[src/rtl/core/planar_three_link_forward_kinematics_defines.svh]
// Assertion macros shared by the planar three-link kinematics RTL.
`ifndef PLANAR_THREE_LINK_FORWARD_KINEMATICS_DEFINES_SVH
`define PLANAR_THREE_LINK_FORWARD_KINEMATICS_DEFINES_SVH

// Same-cycle implication, sampled on clk and disabled while rst_n is low.
`define PTLFK_ASSERT_IMPL(lbl, ante, cons, msg) \
  lbl: assert property (@(posedge clk) disable iff (!rst_n) (ante) |-> (cons)) else $error(msg);

// Implication with a fixed delay in clock cycles.
`define PTLFK_ASSERT_DELAY(lbl, ante, dly, cons, msg) \
  lbl: assert property (@(posedge clk) disable iff (!rst_n) (ante) |-> ##dly (cons)) \
    else $error(msg);

`endif

[src/rtl/core/ptlfk_pkg.sv]
// Shared types, constants and the arctangent table of the kinematics pipeline.
package ptlfk_pkg;

  localparam int ANG_W = 16;
  localparam int LEN_W = 10;
  localparam int OUT_W = 17;
  localparam int NLANES = 3;

  localparam int CW = 32;
  localparam int ZW = 32;
  localparam int OFF_W = 18;
  localparam int SUM_W = 19;
  localparam int RES_W = 13;
  localparam int Z_FRAC = 18;
  localparam int QUO_BITS = 6;
  localparam int PROD_W = CW + LEN_W + 1;
  localparam int ACC_W = PROD_W + 2;
  localparam int OUT_SHIFT = 26;

  localparam int QUARTER_TURN = 5760;
  localparam int ANGLE_OFFSET = 120960;
  localparam int CORDIC_GAIN = 652032874;
  localparam int ROUND_HALF = 33554432;
  localparam int ATAN_ENTRIES = 24;

  localparam logic [1:0] QUAD_I = 2'd0;
  localparam logic [1:0] QUAD_II = 2'd1;
  localparam logic [1:0] QUAD_III = 2'd2;
  localparam logic [1:0] QUAD_IV = 2'd3;

  typedef struct packed {
    logic [1:0] quad;
    logic signed [ZW-1:0] z;
  } ptlfk_angle_t;

  typedef struct packed {
    logic [1:0] quad;
    logic signed [CW-1:0] x;
    logic signed [CW-1:0] y;
  } ptlfk_rot_t;

  function automatic logic signed [ZW-1:0] atan_q24(input int idx);
    logic signed [ZW-1:0] val;
    unique case (idx)
      0: val = 32'sd754974720;
      1: val = 32'sd445687602;
      2: val = 32'sd235489088;
      3: val = 32'sd119537938;
      4: val = 32'sd60000934;
      5: val = 32'sd30029717;
      6: val = 32'sd15018523;
      7: val = 32'sd7509720;
      8: val = 32'sd3754917;
      9: val = 32'sd1877466;
      10: val = 32'sd938734;
      11: val = 32'sd469367;
      12: val = 32'sd234683;
      13: val = 32'sd117342;
      14: val = 32'sd58671;
      15: val = 32'sd29335;
      16: val = 32'sd14668;
      17: val = 32'sd7334;
      18: val = 32'sd3667;
      19: val = 32'sd1833;
      20: val = 32'sd917;
      21: val = 32'sd458;
      22: val = 32'sd229;
      23: val = 32'sd115;
      default: val = '0;
    endcase
    return val;
  endfunction

endpackage

[src/rtl/core/ptlfk_angle_reduce.sv]
// Link angle sums and reduction to quadrant plus residual angle, two stages.
module ptlfk_angle_reduce (
  input  logic                                      clk,
  input  logic                                      rst_n,
  input  logic                                      in_valid,
  input  logic signed [ptlfk_pkg::ANG_W-1:0]        shoulder,
  input  logic signed [ptlfk_pkg::ANG_W-1:0]        elbow,
  input  logic signed [ptlfk_pkg::ANG_W-1:0]        wrist,
  output logic                                      out_valid,
  output ptlfk_pkg::ptlfk_angle_t [ptlfk_pkg::NLANES-1:0] out_ang
);
  import ptlfk_pkg::*;

  localparam logic [OFF_W-1:0] DIV_BASE = OFF_W'(QUARTER_TURN);

  logic                    sa_valid_r;
  logic [OFF_W-1:0]        off_r [NLANES];
  logic [OFF_W-1:0]        off_nxt [NLANES];
  logic signed [SUM_W-1:0] v1, v2, v3;

  logic                    sb_valid_r;
  ptlfk_angle_t [NLANES-1:0] ang_r;
  ptlfk_angle_t [NLANES-1:0] ang_nxt;

  // The offset of a right angle plus five full turns keeps every sum positive.
  always_comb begin
    v1 = SUM_W'(ANGLE_OFFSET) - SUM_W'(shoulder);
    v2 = v1 - SUM_W'(elbow);
    v3 = v2 - SUM_W'(wrist);
    off_nxt[0] = v1[OFF_W-1:0];
    off_nxt[1] = v2[OFF_W-1:0];
    off_nxt[2] = v3[OFF_W-1:0];
  end

  always_comb begin
    logic [OFF_W-1:0] rem;
    logic [OFF_W-1:0] dv;
    logic [1:0]       quad;
    for (int l = 0; l < NLANES; l++) begin
      rem = off_r[l];
      quad = '0;
      for (int k = QUO_BITS - 1; k >= 0; k--) begin
        dv = DIV_BASE << k;
        if (rem >= dv) begin
          rem = rem - dv;
          quad = {quad[0], 1'b1};
        end else begin
          quad = {quad[0], 1'b0};
        end
      end
      ang_nxt[l].quad = quad;
      ang_nxt[l].z = {1'b0, rem[RES_W-1:0], {Z_FRAC{1'b0}}};
    end
  end

  always_ff @(posedge clk) begin
    if (!rst_n) begin
      sa_valid_r <= 1'b0;
      sb_valid_r <= 1'b0;
    end else begin
      sa_valid_r <= in_valid;
      sb_valid_r <= sa_valid_r;
    end
  end

  always_ff @(posedge clk) begin
    for (int l = 0; l < NLANES; l++) begin
      off_r[l] <= off_nxt[l];
    end
    ang_r <= ang_nxt;
  end

  assign out_valid = sb_valid_r;
  assign out_ang = ang_r;

endmodule

[config.mk]
export PLATFORM = sky130hd
export DESIGN_NAME = ptlfk_angle_reduce
export DESIGN_NICKNAME = d
export VERILOG_FILES = /design/src/rtl/core/planar_three_link_forward_kinematics_defines.svh /design/src/rtl/core/ptlfk_pkg.sv /design/src/rtl/core/ptlfk_angle_reduce.sv
export SDC_FILE = /design/constraint.sdc
export NUM_CORES = 1
export LEC_CHECK = 0
export BUFFER_PORTS_ARGS = -buffer_cell sky130_fd_sc_hd__buf_2
export CELL_PAD_IN_SITES_DETAIL_PLACEMENT = 0
export CELL_PAD_IN_SITES_GLOBAL_PLACEMENT = 1
export CORE_MARGIN = 1
export CORE_UTILIZATION = 46
export CTS_CLUSTER_DIAMETER = 200
export DETAILED_ROUTE_END_ITERATION = 10
export PLACE_DENSITY_LB_ADDON = 0.1
export SLEW_MARGIN = 20
export SYNTH_ARGS = -nofsm -noshare
export SYNTH_HDL_FRONTEND = slang
export SYNTH_SLANG_ARGS = --single-unit
[constraint.sdc]
create_clock -name clk -period 16.5 [get_ports clk]
set_input_delay 3.3 -clock clk [delete_from_list [all_inputs] [get_ports clk]]
set_output_delay 3.3 -clock clk [all_outputs]
set_load 0.01 [all_outputs]
### After elaboration in Yosys (flattened, before gate mapping)

Memories as Yosys holds them, arrays and structs flattened.
Cells that the tools add are included.

| storage, ports and cells | value |
|---|---|
| register bits after elaboration | 47 |
| latch bits | 0 |
| memory bits (writable) | 54 |
| bits in read-only memories | 0 |
| bits of input ports | 51 |
| output and inout bits | 103 |
| memories kept | 1 |

Memories:

| memory | words | width | read ports | clocked after Yosys merged registers in | wr ports | RTL line | source |
|---|---|---|---|---|---|---|---|
| off_r | 3 | 18 | 3 | 0 | 3 | ptlfk_angle_reduce.sv:17 | `logic [OFF_W-1:0] off_r [NLANES];` |

| operators by class | value |
|---|---|
| $add $sub $neg | 21 |
| multipliers | 0 |
| divide/modulo/power cells | 0 |
| magnitude comparators | 18 |
| equal/unequal tests | 0 |
| shifts and indexed selects | 0 |
| multiplexer cells | 24 |
| bitwise operators | 0 |
| reduce and logical (&&, ||, !) cells | 0 |

Operator list:

| operator | count |
|---|---|
| two-way mux 18 bit | 15 |
| >= comparator 18 x 13 -> 1 bit, second input constant | 3 |
| >= comparator 18 x 14 -> 1 bit, second input constant | 3 |
| >= comparator 18 x 15 -> 1 bit, second input constant | 3 |
| >= comparator 18 x 16 -> 1 bit, second input constant | 3 |
| >= comparator 18 x 17 -> 1 bit, second input constant | 3 |
| >= comparator 18 bit, second input constant | 3 |
| subtractor 18 x 14 -> 18 bit, second input constant | 3 |
| subtractor 18 x 15 -> 18 bit, second input constant | 3 |
| subtractor 18 x 16 -> 18 bit, second input constant | 3 |
| subtractor 18 x 17 -> 18 bit, second input constant | 3 |
| subtractor 18 bit, second input constant | 3 |
| two-way mux 13 bit | 3 |
| subtractor 13 bit, second input constant | 3 |
| subtractor 18 x 16 -> 18 bit | 2 |
| subtractor 18 x 16 -> 18 bit, first input constant | 1 |
| two-way mux 1 bit | 6 |

### Logic depth before layout (Yosys ltp)

Gate-level depths: netlist of the first run.
An unclocked memory read counts as a cell.

| depth | value |
|---|---|
| depth after elaboration | 13 |
| gate-level depth with buffers | 28 |
| mapped depth without buffers | 28 |

### Least setup slack after synthesis of the first run

Ideal clock, no wire load.

| path | value |
|---|---|
| path kind | in2reg |
| start point | input port shoulder[0] (netlist bit) |
| end point | memory off_r[2][17] (netlist: off_r[0][53]) |
| setup time | 0.122 ns |
| data arrival time | 7.339 ns |
| required time | 16.378 ns |
| slack | 9.038 ns |
| stages | 28 |
| path buffers | 0 |
| path through | inv_1 ha_1 xnor2_1 ha_1 nor2b_1 o21ai_0 a21boi_0 o21ai_0 nand2b_1 and2_1 o21ai_0 nand2b_1 and2_1 o21ai_0 nand2b_1 a21oi_1 o21ai_0 a21o_1 a21o_1 a21o_1 a21oi_1 xnor2_1 ha_1 or3_1 o21ai_0 a21oi_1 xnor2_1 xnor2_1 |

RTL lines:

| item | RTL line | source |
|---|---|---|
| start: declaration | ptlfk_angle_reduce.sv:6 | `input logic signed [ptlfk_pkg::ANG_W-1:0] shoulder,` |
| end: declaration | ptlfk_angle_reduce.sv:17 |  |

==> run summary, run 1 <==
Outcome -> complete, no violations
Crit end category -> register
Initial core utilization -> 46.9%
Die width -> 143 um
Setup crit start kind -> input pin
Flip-flop and latch count after synthesis -> 101
Largest net degree at the start of global routing -> 21
H-tree depth -> 3
Warning count from the yosys run -> 0
Hold Fails Final Rpt -> 0
Mapped Area -> 9140 um^2
Critical path class -> in -> reg
Num CTS Buffers -> 9
Mapped Cells -> 1164
Mux contribution to synthesized area -> 2.68%
Final WL -> 22.6 mm
Vias per inst -> 5.58
DRC -> 0
Maxcap violations -> 0
Boundary Pins -> 154
DP HPWL -> 18.3 mm
Max incr delay on CP -> 0.34 ns
Fraction of layout instances using a drive strength above 1 -> 14.7%
Netlist cell types -> 109
Final Slew Violations -> 0
EDFF count, synth -> 0
Worst hold path type -> reg -> reg
Final number of setup-violating endpoints -> 0
Clock sinks -> 101
Dpl cells -> 1490
Skew-Pair Late Insertion Delay -> 0.36 ns
Dominant synthesized flop cell -> dfxtp_1
Core box area -> 19500 um^2
Worst Path Buf+Inv -> 2
Clock buffer depth -> 2
Critical Path Source -> shoulder[0]
Post-synth ARST share -> 0%
Fmax -> 0.129 GHz
Avg WL per Cell -> 15.0 um
Reg2reg end -> out_ang[27]$_DFF_P_
Critical Path Fanout Max -> 5
Largest family of logic cells by synthesized area -> compound AO/OA/AOI/OAI gates
Delay-heaviest family, CP -> compound AO/OA/AOI/OAI gates
RSZ-0062 raised after global routing -> false
FP Rows -> 51
Post-synthesis sequential area ratio -> 22.1%
CP max stage cell -> or3_1
Post-CTS Setup Repair Bufs -> 0
RD Place Congestion -> 0.910
Post-synthesis adder-cell area fraction -> 6.57%
R2r worst-path depth -> 22
Most frequent CP cell -> o21ai_0
Hold Crit Start -> off_r[0][21]$_DFF_P_
Setup TNS -> 0 ns
Slew HR -> 37.4%
GR Overflow Total -> 0
Global-route wire length before repair -> 36.4 mm
# fillers -> 1922
CP required -> 16.75 ns
Die Y -> 143 um
Total GRT Usage -> 22.2%
Reg2reg setup slack -> 9.39 ns
Pre-Repair DR Iteration Count -> 5
I/O Buffers -> 96
CP arrival -> 8.03 ns
Vias in the first global route -> 7541
Most frequent cells in the layout -> 101 x dfxtp_1, 96 x buf_2, 95 x nor2_1, 83 x inv_1, 73 x nand2_1
# hold bufs at CTS -> 0
CTS Root Cell -> clkbuf_16
Simple-gate portion of the synthesized area -> 22.2%
Worst-Margin Slew -> 0.913 ns
XOR/XNOR Fraction of Synth Area -> 8.12%
Min Tclk post-route -> 7.78 ns
Hold Crit Depth -> 0
Commonest non-fill, non-tap cell in the layout -> dfxtp_1
Synth-to-Final Area Change -> 8.26%
Crit. path cell count -> 27
Compound-Gate Fraction of Synth Area -> 28.2%
Cts repair resizes -> 0
Synthesized area per cell -> 7.85 um^2
CTS tree -> done
Final setup skew -> 0.0136 ns
Die ar. -> 20400 um^2
ANT nets after route -> 0
DR iter-0 viols -> 490
Reg-to-reg startpoint -> off_r[0][12]$_DFF_P_
DR vias -> 8406
Worst hold path endpoint -> out_ang[55]$_DFF_P_
Initial antenna violation count -> 1
Worst-path clk slew -> 0.08 ns
Fin crit share -> 47.2%
Post-Layout Cell Count -> 1507
Nets -> 1333
==> kinds of logic (layout without fill, tap and decap cells) <==
kind of cell,Yosys count,count (layout)
adders and majority gates,47,47
and+or+nand+nor,378,378
other,1,58
AOI/OAI and AO/OA,354,354
buffers and inverters,178,199
xor gates and xnor gates,83,83
muxes,22,22
DFF,101,101
==> how the worst max path moves through the flow <==
| stage | slack, ns | to |
|---|---|---|
| 6_report | 8.72 | off_r[0][53]$_DFF_P_ |
| 5_1_grt | 8.22 | off_r[0][53]$_DFF_P_ |
| 4_1_cts | 8.72 | off_r[0][53]$_DFF_P_ |
| 3_5_place_dp | 8.45 | off_r[0][53]$_DFF_P_ |
| 3_3_place_gp | 8.52 | off_r[0][53]$_DFF_P_ |
| 2_1_floorplan | 9.04 | off_r[0][53]$_DFF_P_ |
==> layout make-up <==
cell class / instances / area, um^2 / share of cell area [%]
Antenna cell: 1 / 2.50 / 0.0253
Timing Repair Buffer: 96 / 480 / 4.86
Clock inverter: 7 / 100 / 1.01
Inverter: 87 / 327 / 3.30
Sequential cell: 101 / 2020 / 20.4
Tap cell: 265 / 332 / 3.35
Clock buffer: 9 / 225 / 2.28
Multi-Input combinational cell: 941 / 6400 / 64.7
==> Yosys cell counts (all sizes together) (8+ instances only) <==
cell    count  share of area (%)
nand2b     15                1.0
ha         44                6.0
a31oi      17                1.4
o211ai     16                1.4
o21ai      80                4.5
or3         9               0.67
nand2      75                3.1
mux2i      15                1.8
xor2       20                1.9
o21a       17                1.5
and2       21                1.5
a21o       16                1.3
buf        76                5.9
dfxtp     101                 22
nand4      13               0.96
o31ai       9               0.79
xnor2      63                6.2
nand3      31                1.8
and3        9               0.62
nand3b      8               0.66
clkbuf     15               0.63
inv        85                3.5
nor3       26                1.4
a211oi     19                1.7
nor2b      17                1.2
o21bai     10               0.86
nor2       96                4.0
a21oi      55                3.1
o221ai      9               0.86
or2        18                1.3
a21boi     15                1.2
nor4       10               0.99
o22ai       9               0.68
==> worst reg2reg max path: stages, from the launching register on <==
cell      delay, ns
dfxtp_1        0.54
inv_1          0.12
ha_1           0.30
o31ai_1        0.66
nand3_1        0.27
a21oi_1        0.40
nor3_1         0.13
or2_2          0.31
ha_1           0.28
o41ai_1        0.64
a221oi_1       0.21
and2_1         0.25
a21oi_1        0.26
xor2_1         0.32
a311oi_2       0.19
o311ai_1       0.42
a31o_2         0.37
mux2_2         0.38
and4_1         0.18
o31a_1         0.33
o31ai_2        0.15
a21oi_1        0.13
a21o_1         0.16
==> through the flow <==
stage / area [um^2] / utilization (%) / setup slack [ns] / hold WS (ns)
after floorplan: 9350 / - / 9.04 / 0.323
after global placement: 9560 / 49.1 / 8.52 / 0.331
after detailed placement: 9560 / 49.1 / 8.45 / 0.334
after CTS: 9890 / 50.8 / 8.72 / 0.352
after global routing: 9890 / 50.8 / 8.22 / 0.357
final: 9890 / 50.8 / 8.72 / 0.348
==> registers in the layout, summed over array words and instances (netlist names) <==
signal / flops
off_r: 54
out_ang: 45
out_valid: 1
sa_valid_r: 1
==> routing by layer <==
metal / track usage (%) / wire length (um) / share of wire, %
met2: 37.4 / 10500 / 46
met1: 29.8 / 10900 / 48
met4: 5.89 / 310 / 1.4
met5: 0 / 0 / 0
met3: 2.62 / 881 / 3.9
Power of run 1 is not shown: default switching activity piles up to over one toggle a cycle in this logic, so the estimate is an artifact.
==> inputs of run 2 (changes only) <==
CORE_UTILIZATION = 39   (was 46)
clock period = 6.3 ns   (was 16.5 ns; I/O delays follow)
==> run summary, run 2 (same netlist as run 1, synthesis figures left out) <==
Most frequent cells in the layout -> 101 x dfxtp_1, 96 x buf_2, 94 x nor2_1, 83 x inv_1, 73 x nand2_1
Final WL -> 24.0 mm (+6.2%)
CP required -> 6.55 ns (-10.20 ns)
Largest net degree at the start of global routing -> 24 (+14%)
WHS -> 0.351 ns (+0.00335 ns)
Die Y -> 155 um (+8.5%)
DRC -> 0 (unchanged)
ANT nets after route -> 0 (unchanged)
Initial antenna violation count -> 0 (-1)
Skew-Pair Late Insertion Delay -> 0.36 ns (about the same)
Final setup skew -> 0.0143 ns (+0.000735 ns)
Max FFs per register -> 54 (unchanged)
Worst-path clk slew -> 0.09 ns (about the same)
Outcome -> complete, no violations
Crit end category -> register
Clock sinks -> 101 (unchanged)
Num CTS Buffers -> 9 (unchanged)
# fillers -> 2298 (+20%)
N_diodes -> 0 (-1)
Nets -> 1389 (+4.2%)
Initial core utilization -> 40.1% (-6.8 points)
Reg2reg setup slack -> 0.43 ns (-8.96 ns)
Worst hold path type -> reg -> reg
R2r worst-path depth -> 25 (+14%)
Setup crit start kind -> register
Hold Crit Depth -> 0 (unchanged)
Die width -> 155 um (+8.5%)
Min Tclk post-route -> 5.87 ns
Worst-Margin Slew -> 0.738 ns (-0.175 ns)
Reg2reg end -> out_ang[27]$_DFF_P_
Fin crit share -> 93.1%
GR Overflow Total -> 0 (unchanged)
Fmax -> 0.170 GHz
Synth-to-Final Area Change -> 14.4%
DR vias -> 8498 (+1.1%)
Reg-to-reg startpoint -> off_r[0][13]$_DFF_P_
Slew HR -> 50.3% (+13 points)
CTS Root Cell -> clkbuf_16
Avg WL per Cell -> 14.9 um (-0.57%)
Critical Path Fanout Max -> 7 (+2)
Global-route wire length before repair -> 38.8 mm (+6.6%)
CTS tree -> done
Final Slew Violations -> 0 (unchanged)
RD Place Congestion -> 0.899 (-1.1%)
Critical path class -> reg -> reg
Fraction of layout instances using a drive strength above 1 -> 19.3% (+4.6 points)
H-tree depth -> 3 (unchanged)
Vias in the first global route -> 7804 (+3.5%)
Boundary Pins -> 154 (unchanged)
Post-CTS Setup Repair Bufs -> 0 (unchanged)
Util after Layout -> 45.9% (-4.9 points)
Die ar. -> 24000 um^2 (+18%)
# hold bufs at CTS -> 0 (unchanged)
Cts repair resizes -> 0 (unchanged)
DR iter-0 viols -> 437 (-11%)
Worst hold path endpoint -> out_ang[53]$_DFF_P_
Pre-Repair DR Iteration Count -> 5 (unchanged)
DP HPWL -> 19.8 mm (+7.9%)
Final number of setup-violating endpoints -> 0 (unchanged)
Clock buffer depth -> 2 (unchanged)
FP Rows -> 55 (+7.8%)
Core box area -> 22800 um^2 (+17%)
Hold Fails Final Rpt -> 0 (unchanged)
Commonest non-fill, non-tap cell in the layout -> dfxtp_1
Hold Crit Start -> off_r[0][19]$_DFF_P_
I/O Buffers -> 96 (unchanged)
Total GRT Usage -> 19.9% (-2.3 points)
CP arrival -> 6.12 ns (-1.91 ns)
Vias per inst -> 5.28 (-5.4%)
Reg with most FFs -> off_r
Maxcap violations -> 0 (unchanged)
run 2: cell count changes in the layout (fill, tap and decap cells not counted), moves of 2 or more:
cell	change
buf_4	+56
inv_12	+2
inv_6	-3
mux2i_1	-2
mux2i_2	+2
o311ai_1	-2
o311ai_2	+2
run 2: metal layers:
layer | routed length (um) | vias up | track usage (%)
met5 | 0 | - | 0
met4 | 272 | 0 | 4.76
met3 | 826 | 18 | 2.20
met2 | 11100 | 189 | 33.7
met1 | 11700 | 3916 | 26.9
li1 | - | 4375 | -
run 2: worst max-delay path by stage:
stage | startpoint | end
2_1_floorplan | off_r[0][12]$_DFF_P_ | out_ang[27]$_DFF_P_
3_3_place_gp | off_r[0][1]$_DFF_P_ | out_ang[27]$_DFF_P_
3_5_place_dp | off_r[0][2]$_DFF_P_ | out_ang[27]$_DFF_P_
4_1_cts | off_r[0][1]$_DFF_P_ | out_ang[27]$_DFF_P_
5_1_grt | off_r[0][48]$_DFF_P_ | out_ang[97]$_DFF_P_
6_report | off_r[0][13]$_DFF_P_ | out_ang[27]$_DFF_P_
run 2: metrics by stage:
stage               cell area, um^2  setup TNS, ns  worst slack [ns]  instances
CTS                           10400              0             0.150       1610
finish                        10500              0             0.433       1610
floorplan                      9350              0             0.462       1220
detailed placement            10000              0             0.199       1594
global route                  10500        -0.0344           -0.0238       1610
global placement              10000              0             0.280       1594
run 2: area by class of cell:
| class | count | area (um^2) | area share [%] |
|---|---|---|---|
| Timing Repair Buffer | 152 | 901 | 8.61 |
| Multi-Input combinational cell | 941 | 6490 | 62.0 |
| Clock inverter | 7 | 104 | 0.993 |
| Tap cell | 313 | 392 | 3.74 |
| Clock buffer | 9 | 225 | 2.15 |
| Sequential cell | 101 | 2020 | 19.3 |
| Inverter | 87 | 327 | 3.12 |
run 2: critical path: stages, from the launching register on:
cell,delay [ns]
dfxtp_1,0.35
inv_1,0.08
ha_1,0.26
nand4b_1,0.26
nand3_1,0.13
a21oi_1,0.07
or2_2,0.32
o21ai_2,0.21
a21oi_1,0.13
or2_2,0.33
ha_2,0.22
a211o_1,0.29
o31ai_2,0.09
o221ai_1,0.21
and2_1,0.24
a211o_1,0.34
and2_4,0.17
a311oi_2,0.34
o311ai_2,0.15
a31o_2,0.33
or2_2,0.30
and4_1,0.22
o31a_1,0.32
o31ai_4,0.11
a21oi_1,0.11
a21o_1,0.16
Power of run 2 is left out for the same reason.
